## src/rtl/core/knn_pkg.sv

```systemverilog
`default_nettype none

package knn_pkg;

  localparam int NEIGHBORS   = 4;
  localparam int DIMENSIONS  = 4;
  localparam int COORDS      = 4;
  localparam int ID_W        = 20;
  localparam int COORD_W     = 16;
  localparam int SQ_W        = 2 * COORD_W;
  localparam int DIST_W      = 34;
  localparam int SLOT_W      = (NEIGHBORS > 1) ? $clog2(NEIGHBORS) : 1;
  localparam int CNT_W       = $clog2(NEIGHBORS + 1);
  // power of two, pointers wrap on their own
  localparam int QUEUE_DEPTH = 4;
  localparam int QPTR_W      = $clog2(QUEUE_DEPTH);
  localparam int CFG_IDX_W   = 2;

  typedef logic [COORDS-1:0][COORD_W-1:0] coord_vec_t;

  typedef enum logic [CFG_IDX_W-1:0] {
    CFG_QUERY_X0,
    CFG_QUERY_X1,
    CFG_QUERY_X2,
    CFG_QUERY_X3
  } cfg_idx_t;

  typedef struct packed {
    logic [ID_W-1:0]   id;
    logic [DIST_W-1:0] sq_dist;
    logic              eoq;
  } cand_t;

  typedef struct packed {
    logic full;
    logic empty;
  } q_stat_t;

endpackage

`default_nettype wire

```

## src/rtl/core/knn_ram.sv

```systemverilog
`default_nettype none

module knn_ram #(
  parameter int WIDTH = 8,
  parameter int DEPTH = 4,
  localparam int AW   = (DEPTH > 1) ? $clog2(DEPTH) : 1
) (
  input  logic             clk,
  input  logic             we,
  input  logic [AW-1:0]    waddr,
  input  logic [WIDTH-1:0] wdata,
  input  logic             re,
  input  logic [AW-1:0]    raddr,
  output logic [WIDTH-1:0] rdata
);

  logic [WIDTH-1:0] mem [DEPTH];

  always_ff @(posedge clk) begin
    if (we) begin
      mem[waddr] <= wdata;
    end
    if (re) begin
      rdata <= mem[raddr];
    end
  end

endmodule

`default_nettype wire

```

## src/rtl/core/knn_fifo.sv

```systemverilog
`default_nettype none

module knn_fifo (
  input  logic            clk,
  input  logic            rst_n,
  input  logic            push,
  input  knn_pkg::cand_t  din,
  input  logic            pop,
  output knn_pkg::cand_t  dout,
  output knn_pkg::q_stat_t stat
);

  import knn_pkg::*;

  cand_t             mem_r [QUEUE_DEPTH];
  logic [QPTR_W-1:0] wr_ptr_r, wr_ptr_nxt;
  logic [QPTR_W-1:0] rd_ptr_r, rd_ptr_nxt;
  logic [QPTR_W:0]   count_r, count_nxt;
  logic              do_push, do_pop;

  assign stat.full  = (count_r == (QPTR_W+1)'(QUEUE_DEPTH));
  assign stat.empty = (count_r == '0);
  assign do_push    = push && !stat.full;
  assign do_pop     = pop && !stat.empty;
  assign dout       = mem_r[rd_ptr_r];

  always_comb begin
    wr_ptr_nxt = do_push ? wr_ptr_r + 1'b1 : wr_ptr_r;
    rd_ptr_nxt = do_pop ? rd_ptr_r + 1'b1 : rd_ptr_r;
    count_nxt  = count_r + (QPTR_W+1)'(do_push) - (QPTR_W+1)'(do_pop);
  end

  always_ff @(posedge clk) begin
    if (!rst_n) begin
      wr_ptr_r <= '0;
      rd_ptr_r <= '0;
      count_r  <= '0;
    end else begin
      wr_ptr_r <= wr_ptr_nxt;
      rd_ptr_r <= rd_ptr_nxt;
      count_r  <= count_nxt;
    end
  end

  always_ff @(posedge clk) begin
    if (do_push) begin
      mem_r[wr_ptr_r] <= din;
    end
  end

endmodule

`default_nettype wire

```

## src/rtl/core/knn_front.sv

```systemverilog
`default_nettype none

module knn_front (
  input  logic                          clk,
  input  logic                          rst_n,
  input  logic                          cfg_valid,
  output logic                          cfg_ready,
  input  logic [knn_pkg::CFG_IDX_W-1:0] cfg_index,
  input  logic [knn_pkg::COORD_W-1:0]   cfg_data,
  input  logic                          in_push,
  output logic                          in_full,
  input  logic [knn_pkg::ID_W-1:0]      in_point_id,
  input  knn_pkg::coord_vec_t           in_coord,
  input  logic                          in_end_of_query,
  output logic                          q_push,
  output knn_pkg::cand_t                q_din,
  input  knn_pkg::q_stat_t              q_stat
);

  import knn_pkg::*;

  coord_vec_t                         query_r;
  logic                               s1_v_r, s2_v_r, s3_v_r;
  logic [ID_W-1:0]                    s1_id_r, s2_id_r;
  logic                               s1_eoq_r, s2_eoq_r;
  logic [COORDS-1:0][COORD_W-1:0]     mag_r, mag_nxt;
  logic [COORDS-1:0][SQ_W-1:0]        sq_r, sq_nxt;
  logic [DIST_W-1:0]                  sum_nxt;
  cand_t                              s3_r;
  logic                               adv;

  assign cfg_ready = 1'b1;
  // whole pipe moves together, holds while the last stage waits on the queue
  assign adv       = !s3_v_r || !q_stat.full;
  assign in_full   = !adv;
  assign q_push    = s3_v_r && !q_stat.full;
  assign q_din     = s3_r;

  always_comb begin
    logic signed [COORD_W:0] diff;
    logic signed [COORD_W:0] neg;
    for (int d = 0; d < COORDS; d++) begin
      diff = $signed({in_coord[d][COORD_W-1], in_coord[d]})
           - $signed({query_r[d][COORD_W-1], query_r[d]});
      neg  = -diff;
      if (d < DIMENSIONS) begin
        mag_nxt[d] = diff[COORD_W] ? neg[COORD_W-1:0] : diff[COORD_W-1:0];
      end else begin
        mag_nxt[d] = '0;
      end
    end
  end

  always_comb begin
    for (int d = 0; d < COORDS; d++) begin
      sq_nxt[d] = SQ_W'(mag_r[d]) * SQ_W'(mag_r[d]);
    end
  end

  always_comb begin
    sum_nxt = '0;
    for (int d = 0; d < COORDS; d++) begin
      sum_nxt = sum_nxt + DIST_W'(sq_r[d]);
    end
  end

  always_ff @(posedge clk) begin
    if (!rst_n) begin
      query_r <= '0;
    end else if (cfg_valid) begin
      unique case (cfg_idx_t'(cfg_index))
        CFG_QUERY_X0: query_r[0] <= cfg_data;
        CFG_QUERY_X1: query_r[1] <= cfg_data;
        CFG_QUERY_X2: query_r[2] <= cfg_data;
        CFG_QUERY_X3: query_r[3] <= cfg_data;
        default:      query_r    <= query_r;
      endcase
    end
  end

  always_ff @(posedge clk) begin
    if (!rst_n) begin
      s1_v_r <= 1'b0;
      s2_v_r <= 1'b0;
      s3_v_r <= 1'b0;
    end else if (adv) begin
      s1_v_r <= in_push;
      s2_v_r <= s1_v_r;
      s3_v_r <= s2_v_r;
    end
  end

  always_ff @(posedge clk) begin
    if (adv) begin
      s1_id_r      <= in_point_id;
      s1_eoq_r     <= in_end_of_query;
      mag_r        <= mag_nxt;
      s2_id_r      <= s1_id_r;
      s2_eoq_r     <= s1_eoq_r;
      sq_r         <= sq_nxt;
      s3_r.id      <= s2_id_r;
      s3_r.eoq     <= s2_eoq_r;
      s3_r.sq_dist <= sum_nxt;
    end
  end

endmodule

`default_nettype wire

```

## src/rtl/core/knn_back.sv

```systemverilog
`default_nettype none

module knn_back (
  input  logic                       clk,
  input  logic                       rst_n,
  input  knn_pkg::cand_t             q_dout,
  input  knn_pkg::q_stat_t           q_stat,
  output logic                       q_pop,
  output logic                       out_empty,
  input  logic                       out_pop,
  output logic [knn_pkg::ID_W-1:0]   out_neighbor_id,
  output logic [knn_pkg::DIST_W-1:0] out_neighbor_dist,
  output logic                       out_slot_valid,
  output logic                       out_last_slot
);

  import knn_pkg::*;

  typedef struct packed {
    logic [ID_W-1:0]   id;
    logic [DIST_W-1:0] sq_dist;
  } slot_t;

  typedef enum logic [1:0] {
    ST_IDLE,
    ST_SCAN,
    ST_EMIT_RD,
    ST_EMIT_WR
  } state_t;

  state_t              state_r, state_nxt;
  logic [CNT_W-1:0]    fill_r, fill_nxt;
  logic [DIST_W-1:0]   worst_r, worst_nxt;
  logic [SLOT_W-1:0]   wslot_r, wslot_nxt;
  logic [CNT_W-1:0]    scan_r, scan_nxt;
  logic [SLOT_W-1:0]   emit_r, emit_nxt;
  logic                out_v_r, out_v_nxt;
  logic [ID_W-1:0]     oid_r, oid_nxt;
  logic [DIST_W-1:0]   odist_r, odist_nxt;
  logic                oval_r, oval_nxt;
  logic                olast_r, olast_nxt;

  logic                ram_we, ram_re;
  logic [SLOT_W-1:0]   ram_waddr, ram_raddr;
  slot_t               ram_wdata, ram_rdata;

  knn_ram #(
    .WIDTH ($bits(slot_t)),
    .DEPTH (NEIGHBORS)
  ) u_slots (
    .clk   (clk),
    .we    (ram_we),
    .waddr (ram_waddr),
    .wdata (ram_wdata),
    .re    (ram_re),
    .raddr (ram_raddr),
    .rdata (ram_rdata)
  );

  assign out_empty         = !out_v_r;
  assign out_neighbor_id   = oid_r;
  assign out_neighbor_dist = odist_r;
  assign out_slot_valid    = oval_r;
  assign out_last_slot     = olast_r;

  always_comb begin
    logic need_scan;
    logic valid;
    logic last;
    state_nxt         = state_r;
    fill_nxt          = fill_r;
    worst_nxt         = worst_r;
    wslot_nxt         = wslot_r;
    scan_nxt          = scan_r;
    emit_nxt          = emit_r;
    out_v_nxt         = out_v_r && !out_pop;
    oid_nxt           = oid_r;
    odist_nxt         = odist_r;
    oval_nxt          = oval_r;
    olast_nxt         = olast_r;
    q_pop             = 1'b0;
    ram_we            = 1'b0;
    ram_waddr         = fill_r[SLOT_W-1:0];
    ram_wdata.id      = q_dout.id;
    ram_wdata.sq_dist = q_dout.sq_dist;
    ram_re            = 1'b0;
    ram_raddr         = emit_r;
    need_scan         = 1'b0;
    valid             = (CNT_W'(emit_r) < fill_r);
    last              = (emit_r == SLOT_W'(NEIGHBORS - 1));

    unique case (state_r)
      ST_IDLE: begin
        if (!q_stat.empty) begin
          q_pop = 1'b1;
          if (fill_r < CNT_W'(NEIGHBORS)) begin
            ram_we    = 1'b1;
            fill_nxt  = fill_r + 1'b1;
            need_scan = (fill_r == CNT_W'(NEIGHBORS - 1)) && !q_dout.eoq;
          end else if (q_dout.sq_dist < worst_r) begin
            ram_we    = 1'b1;
            ram_waddr = wslot_r;
            need_scan = !q_dout.eoq;
          end
          // the readout clears the worst tracking, so no scan before it
          if (q_dout.eoq) begin
            state_nxt = ST_EMIT_RD;
            emit_nxt  = '0;
          end else if (need_scan) begin
            state_nxt = ST_SCAN;
            scan_nxt  = '0;
          end
        end
      end
      ST_SCAN: begin
        // read slot scan_r, compare the slot read in the previous cycle
        ram_re    = (scan_r < CNT_W'(NEIGHBORS));
        ram_raddr = scan_r[SLOT_W-1:0];
        scan_nxt  = scan_r + 1'b1;
        if (scan_r != '0) begin
          if (scan_r == CNT_W'(1) || ram_rdata.sq_dist > worst_r) begin
            worst_nxt = ram_rdata.sq_dist;
            wslot_nxt = SLOT_W'(scan_r - 1'b1);
          end
        end
        if (scan_r == CNT_W'(NEIGHBORS)) begin
          state_nxt = ST_IDLE;
        end
      end
      ST_EMIT_RD: begin
        ram_re    = 1'b1;
        state_nxt = ST_EMIT_WR;
      end
      ST_EMIT_WR: begin
        if (!out_v_r || out_pop) begin
          out_v_nxt = 1'b1;
          oval_nxt  = valid;
          oid_nxt   = valid ? ram_rdata.id : '0;
          odist_nxt = valid ? ram_rdata.sq_dist : '0;
          olast_nxt = last;
          if (last) begin
            fill_nxt  = '0;
            worst_nxt = '0;
            wslot_nxt = '0;
            state_nxt = ST_IDLE;
          end else begin
            emit_nxt  = emit_r + 1'b1;
            state_nxt = ST_EMIT_RD;
          end
        end
      end
      default: state_nxt = ST_IDLE;
    endcase
  end

  always_ff @(posedge clk) begin
    if (!rst_n) begin
      state_r <= ST_IDLE;
      fill_r  <= '0;
      worst_r <= '0;
      wslot_r <= '0;
      scan_r  <= '0;
      emit_r  <= '0;
      out_v_r <= 1'b0;
    end else begin
      state_r <= state_nxt;
      fill_r  <= fill_nxt;
      worst_r <= worst_nxt;
      wslot_r <= wslot_nxt;
      scan_r  <= scan_nxt;
      emit_r  <= emit_nxt;
      out_v_r <= out_v_nxt;
    end
    oid_r   <= oid_nxt;
    odist_r <= odist_nxt;
    oval_r  <= oval_nxt;
    olast_r <= olast_nxt;
  end

endmodule

`default_nettype wire

```

## src/rtl/core/knn_top_k_tracker_core.sv

```systemverilog
// channel   direction  handshake            payload
// in_       input      in_push / in_full    point_id, coord_0..3, end_of_query
// out_      output     out_empty / out_pop  neighbor_id, neighbor_dist, slot_valid, last_slot
// cfg_      input      cfg_valid/cfg_ready  cfg_index, cfg_data (query_x0..3)
//
// the front computes the squared distance in a three-stage pipe, one candidate per cycle
// unless a full queue holds it, and hands it to a four-entry queue; the back takes one
// candidate per cycle from it while idle. a candidate that fills the last slot or replaces
// one, and does not end the query, is followed in the back by a scan of the slot memory,
// one slot per cycle, that finds the new worst slot.
// an end-of-query readout passes each slot through a memory read, then the output register.
// reset is synchronous, active low; the slot memory needs no clearing pass.
// in_full rises only when the queue is full and the pipe's last stage holds a candidate.
`default_nettype none

module knn_top_k_tracker_core (
  input  logic                          clk,
  input  logic                          rst_n,
  input  logic                          cfg_valid,
  output logic                          cfg_ready,
  input  logic [knn_pkg::CFG_IDX_W-1:0] cfg_index,
  input  logic [knn_pkg::COORD_W-1:0]   cfg_data,
  input  logic                          in_push,
  output logic                          in_full,
  input  logic [knn_pkg::ID_W-1:0]      in_point_id,
  input  logic signed [knn_pkg::COORD_W-1:0] in_coord_0,
  input  logic signed [knn_pkg::COORD_W-1:0] in_coord_1,
  input  logic signed [knn_pkg::COORD_W-1:0] in_coord_2,
  input  logic signed [knn_pkg::COORD_W-1:0] in_coord_3,
  input  logic                          in_end_of_query,
  output logic                          out_empty,
  input  logic                          out_pop,
  output logic [knn_pkg::ID_W-1:0]      out_neighbor_id,
  output logic [knn_pkg::DIST_W-1:0]    out_neighbor_dist,
  output logic                          out_slot_valid,
  output logic                          out_last_slot
);

  import knn_pkg::*;

  coord_vec_t coord_vec;
  cand_t      q_din, q_dout;
  q_stat_t    q_stat;
  logic       q_push, q_pop;

  assign coord_vec = {in_coord_3, in_coord_2, in_coord_1, in_coord_0};

  knn_front u_front (
    .clk             (clk),
    .rst_n           (rst_n),
    .cfg_valid       (cfg_valid),
    .cfg_ready       (cfg_ready),
    .cfg_index       (cfg_index),
    .cfg_data        (cfg_data),
    .in_push         (in_push),
    .in_full         (in_full),
    .in_point_id     (in_point_id),
    .in_coord        (coord_vec),
    .in_end_of_query (in_end_of_query),
    .q_push          (q_push),
    .q_din           (q_din),
    .q_stat          (q_stat)
  );

  knn_fifo u_queue (
    .clk   (clk),
    .rst_n (rst_n),
    .push  (q_push),
    .din   (q_din),
    .pop   (q_pop),
    .dout  (q_dout),
    .stat  (q_stat)
  );

  knn_back u_back (
    .clk               (clk),
    .rst_n             (rst_n),
    .q_dout            (q_dout),
    .q_stat            (q_stat),
    .q_pop             (q_pop),
    .out_empty         (out_empty),
    .out_pop           (out_pop),
    .out_neighbor_id   (out_neighbor_id),
    .out_neighbor_dist (out_neighbor_dist),
    .out_slot_valid    (out_slot_valid),
    .out_last_slot     (out_last_slot)
  );

`ifndef SYNTHESIS
  a_full_only_on_queue: assert property (@(posedge clk) disable iff (!rst_n)
    in_full |-> q_stat.full)
    else $error("input stalled while the queue has room");

  a_queue_stat: assert property (@(posedge clk) disable iff (!rst_n)
    !(q_stat.full && q_stat.empty))
    else $error("queue reports full and empty at once");

  a_empty_slot_zero: assert property (@(posedge clk) disable iff (!rst_n)
    (!out_empty && !out_slot_valid) |-> (out_neighbor_id == '0 && out_neighbor_dist == '0))
    else $error("empty slot carries data");

  a_push_when_room: assert property (@(posedge clk) disable iff (!rst_n)
    q_push |-> !q_stat.full)
    else $error("push into a full queue");
`endif

endmodule

`default_nettype wire
```

## config.mk

```make
export PLATFORM = sky130hd
export DESIGN_NAME = knn_top_k_tracker_core
export DESIGN_NICKNAME = d
export VERILOG_FILES = /design/src/rtl/core/knn_pkg.sv /design/src/rtl/core/knn_ram.sv /design/src/rtl/core/knn_fifo.sv /design/src/rtl/core/knn_front.sv /design/src/rtl/core/knn_back.sv /design/src/rtl/core/knn_top_k_tracker_core.sv
export SDC_FILE = /design/constraint.sdc
export NUM_CORES = 2
export LEC_CHECK = 0
export ABC_AREA = 1
export BUFFER_PORTS_ARGS = -buffer_cell sky130_fd_sc_hd__buf_2
export CORE_ASPECT_RATIO = 1.4
export CORE_MARGIN = 5
export CORE_UTILIZATION = 59
export CTS_CLUSTER_SIZE = 25
export DETAILED_ROUTE_END_ITERATION = 10
export PLACE_DENSITY = 0.89
export SYNTH_ARGS = -nofsm -noshare
export SYNTH_HDL_FRONTEND = slang
export SYNTH_SLANG_ARGS = --single-unit
```

## constraint.sdc

```tcl
create_clock -name clk -period 9.2 [get_ports clk]
set_input_delay 0.46 -clock clk [delete_from_list [all_inputs] [get_ports clk]]
set_output_delay 0.46 -clock clk [all_outputs]
set_load 0.02 [all_outputs]
```

* Word-level counts from Yosys, hierarchy flattened
Memories as Yosys holds them, arrays and structs flattened. A register that Yosys moved wholly into a read port is not among the register bits. Index checks and enable logic that the tools add are counted.
Cells by class: equal/unequal tests 23, multiplexer cells 59, magnitude comparators 5, $add $sub $neg 19, $mul 4, reductions and logical operators 32
Operators by type and width (count):
- $mux W34 | 4
- $mul A16 B16 Y32 | 4
- $add A34 B32 Y34 | 2
- $pmux W34 S2 | 1
- $sub A16 B16 Y17 | 4
- $mux W16 | 4
- $neg A16 Y16 | 4
- $mux W2 | 21
- $gt A34 B34 Y1 | 1
- $lt A34 B34 Y1 | 1
- $add A32 B32 Y33 | 1
- $mux W3 | 7
- $mux W1 | 16
- $ne A2 B1 Y1 const B | 8
- $reduce_and A5 Y1 | 3
- $pmux W3 S2 | 2
- $eq A2 B2 Y1 const B | 5
- $reduce_and A2 Y1 | 5
- $pmux W2 S2 | 2
- $pmux W2 S4 | 1
- $reduce_and A4 Y1 | 2
- $logic_not A1 Y1 | 7
- $add A2 B1 Y2 const B | 3
- $add A3 B1 Y3 const B | 2
- 18 further kinds | 32
Word-level totals: output and inout port bits 59, input port bits 108, memories kept 2, register bits after elaboration 466, logic and storage cells 180, memory bits (writable) 436
Memory list:
- u_queue.mem_r | words 4, width 55, rd ports 1, clocked after memory_dff 1, write ports 1, line knn_fifo.sv:15 | cand_t mem_r [QUEUE_DEPTH];
- u_back.u_slots.mem | words 4, width 54, rd ports 1, clocked after memory_dff 1, write ports 1, line knn_ram.sv:17 | logic [WIDTH-1:0] mem [DEPTH];

* Logic depth before layout (Yosys ltp)
depth in word-level cells 9, mapped depth 29, depth with buffers taken out 27

* Cells and area by module
A second synthesis with hierarchy kept.
Unflattened totals: cells, all modules 8204, area, all modules 75223.4 um2
Modules (own cells, without submodules):
- knn_front | cells each 5899, times used 1, area an instance 49527.5 um2, seq. area each 9899.5 um2
- knn_ram | cells each 907, times used 1, area an instance 10705.3 um2, seq. area each 8107.8 um2
- knn_fifo | cells each 600, times used 1, area an instance 8674.6 um2, seq. area each 6786.5 um2
- knn_back | cells each 798, times used 1, area an instance 6316.1 um2, seq. area each 2622.5 um2

* Worst setup path after synthesis
No wires, ideal clock.
kind reg2out, from register u_queue.count_r[1], to output in_full, setup slack -0.836 ns, cell stages (with the launch flop) 4, arrival time 9.576 ns, required time 8.740 ns, buffers on the path 0, cells stage by stage dfxtp_1 -> nor2_1 -> nand3_1 -> inv_1
Between the ends: word-level cells in the longest chain between the ends 4
RTL lines:
- start, declared | line knn_fifo.sv:18 | logic [QPTR_W:0] count_r, count_nxt;
- start signal, assigned | line knn_fifo.sv:41 | count_r <= count_nxt;
- $eq A3 B3 Y1 | line knn_fifo.sv:21 | assign stat.full = (count_r == (QPTR_W+1)'(QUEUE_DEPTH));
- $logic_not A1 Y1 | line knn_front.sv:34 | assign adv = !s3_v_r || !q_stat.full;
- $logic_or A1 B1 Y1 | line knn_front.sv:34
- $logic_not A1 Y1 | line knn_front.sv:35 | assign in_full = !adv;
- end, declared | line knn_top_k_tracker_core.sv:24 | output logic in_full,
Every way passes these cells.

==> metrics.csv <==
metric;value;unit
via_per_inst;5.58;
ys_types;56;
critPathMaxStageDelay;0.68;ns
use_met1;29.2;%
holdWs;0.0328;ns
maxSlewHeadroom;18.6;%
grt_pass1_vias;58300;
busiest_layer;met2;
die_x;311;µm
cp-start-kind;flip-flop;
min_period;6.25;ns
min_path_type;in -> reg;
crit_slowest_cell;edfxtp_1;
portBuffers;165;
grt_use_met3;3.17;%
cap_violations;0;
insertion_delay;0.74;ns
crit_chain;nand2_1 -> inv_1 -> fa_1 -> inv_1 -> fa_1 -> inv_1 -> fa_1 -> inv_1 -> fa_1 -> inv_1 -> fa_1 -> inv_1 -> fa_1 -> inv_1 -> ha_1 -> nand2_1 -> nor2_1 -> nand4_1 -> o211ai_1 -> nand3_1 -> o2111ai_1 -> xor2_1;
cp-end-kind;flip-flop;
die_height;431;µm
cts_tree;built;
finalCritPeriodShare;67.9;%
hold_violations;0;
grt_first_pass_wirelength;291;mm
fin_tns_setup;0;ns
grt_antenna_before_repair;5;
synth_top_area_share;33.4;%
cts_hold_buf;21;
tightest_slew;1.22;ns
syn_area;74700;µm²
htreeDepth;3;
cts.sinks;954;
gr-usage-met2;50.2;%
synth_area_leaders;edfxtp_1, fa_1, ha_1;
grt_max_degree;166;
core_area;126000;µm²
gp_congestion;0.977;
synth_top_area_cell;edfxtp_1;
setup_viol;0;
place_area;77000;µm²
fin_nets;9568;
via_count;55200;
cts_resized;0;
seq_area_frac_synth;36.7;%
cp_data_required_time;9.63;ns
drt_iter0_markers;4490;
clk_path_buf_depth;3;
hpwlAfterDp;137;mm
synthCells;8088;
boundaryPins;167;
status;finished, final reports clean;
drive_above_1_share;5.18;%
post_synth.cell_area_avg;9.24;µm²
post_drt_wl_per_cell;18.2;µm
first_pass_iters;6;
cp_max_fo;17;
drv_slew;0;
syn_to_final_growth;7.53;%
ys.warnings.count;0;
drc;0;
synth_ff_type;edfxtp_1;
ant_nets;0;
ys_async_sr_fraction;0;%
post-cts-setup-buffers;0;
fmax;0.160;GHz
initial_core_util;59.4;%
fillers;9471;
grt-ovfl-total;0;
path_class;reg -> reg;
routed_wl;180;mm
finClkSkew;0.0383;ns
rsz0062_at_grt;false;
root_buffer;clkbuf_16;
crit_arrival;6.68;ns
grtUsageTotal;26.7;%
cts.clk_slew.worst_paths;0.06;ns
stdcell_area;80300;µm²
ys_ff_latch;954;
dieArea;134000;µm²
num_rows;154;
crit_top_cell;inv_1;
synth_edf_count;831;
cts_buffers;91;
-- state kept, by name (all words and copies together) (netlist names), 34 cells and up, named ones only --
signal                    cells
u_front.q_din                55
u_back.out_neighbor_dist     34
u_back.u_slots.mem          216
u_front.mag_r                64
u_front.sq_r                124
u_queue.mem_r               220
u_back.worst_r               34
u_back.u_slots.rdata         54
u_front.query_r              64
-- layer usage --
layer  up-vias  wire, µm
met2      2398     94900
met1     26500     62000
li1      25700         -
met3       655     11000
met5         -         0
met4         0     11600
-- worst max-delay path: cells and delay by family (launching register included) --
family | cells | cell delay [ns]
adder cells (fa/ha/maj) | 7 | 3.45
buffers and inverters | 7 | 0.41
XOR/XNOR | 1 | 0.10
flip-flops | 1 | 0.68
AND/OR/NAND/NOR | 5 | 0.86
AO/OA/AOI/OAI | 2 | 0.47
-- cell families after synthesis --
group / Yosys count / synth area share, %
buf+inv: 2072 / 10.5
other cells: 2 / 0.0101
fa+ha+maj: 1298 / 28.6
flops: 954 / 36.7
simple gates: 2438 / 13.2
xor+xnor: 257 / 3.09
compound gates: 1067 / 7.88
-- worst paths after layout --
kind | cells past startpoint | slack [ns] | to | start
worst max register to register | 22 | 2.95 | u_front.sq_r[30] | u_front.mag_r[8]
worst min-delay path | 3 | 0.03 | u_front.s1_v_r | in_push
worst max-delay path | 22 | 2.95 | u_front.sq_r[30] | u_front.mag_r[8]
worst min register to register | 0 | 0.39 | u_front.s2_id_r[4] | u_front.s1_id_r[4]
-- cell usage after synthesis (3+ instances only) --
| master | number |
|---|---|
| buf_6 | 6 |
| o21bai_1 | 26 |
| a21boi_0 | 7 |
| and2_1 | 6 |
| xor2_1 | 166 |
| a211oi_1 | 7 |
| o2111ai_1 | 4 |
| a21oi_2 | 3 |
| nand2_1 | 1432 |
| o22ai_1 | 108 |
| o21ai_0 | 416 |
| ha_1 | 613 |
| a221oi_1 | 4 |
| buf_2 | 18 |
| a21o_1 | 31 |
| o211ai_1 | 8 |
| xnor2_1 | 85 |
| nand3_1 | 195 |
| a31o_2 | 7 |
| buf_1 | 3 |
| o211a_1 | 6 |
| xnor2_2 | 5 |
| inv_1 | 1831 |
| o21a_1 | 13 |
| edfxtp_1 | 831 |
| nand3_2 | 8 |
| nand2_2 | 10 |
| nor2_1 | 633 |
| dfxtp_1 | 123 |
| nand3b_1 | 19 |
| o21ai_1 | 14 |
| a21oi_1 | 385 |
| a31oi_1 | 15 |
| inv_2 | 9 |
| nor3_1 | 35 |
| or2_2 | 8 |
| nor2_2 | 14 |
| nand4_1 | 68 |
| clkbuf_1 | 202 |
| nor4_1 | 6 |
| fa_1 | 685 |
-- layout by cell type, fill, tap and decap left out, types with 108 or more instances in the layout --
cell	Yosys	layout
a21oi_1	385	383
buf_2	18	164
dfxtp_1	123	122
edfxtp_1	831	831
fa_1	685	685
ha_1	613	613
inv_1	1831	1828
nand2_1	1432	1432
nand3_1	195	194
nor2_1	633	624
o21ai_0	416	416
o22ai_1	108	108
xor2_1	166	166
-- stage by stage --
step                      worst slack, ns  cells  utilization (%)
after floorplan                      2.83   8089                -
after CTS                            3.05   9879             63.8
after detailed placement             3.04   9686             61.2
after global routing                 2.62   9883             63.9
final                                2.95   9883             63.9
after global placement               3.14   9686             61.2
-- final cells by class --
type / count / area (µm²) / area share (%)
antenna: 4 / 10.0 / 0.0125
clock buffer: 114 / 2450 / 3.05
clock inverter: 58 / 691 / 0.860
inverter: 1841 / 6910 / 8.60
multi-input combinational: 5063 / 39600 / 49.3
sequential: 954 / 27400 / 34.1
tap: 1638 / 2050 / 2.55
timing repair buffer: 211 / 1240 / 1.54
Power is left out: the tool's default activity adds up to more than one toggle a clock period on the data nets, which glitch-free logic cannot reach.
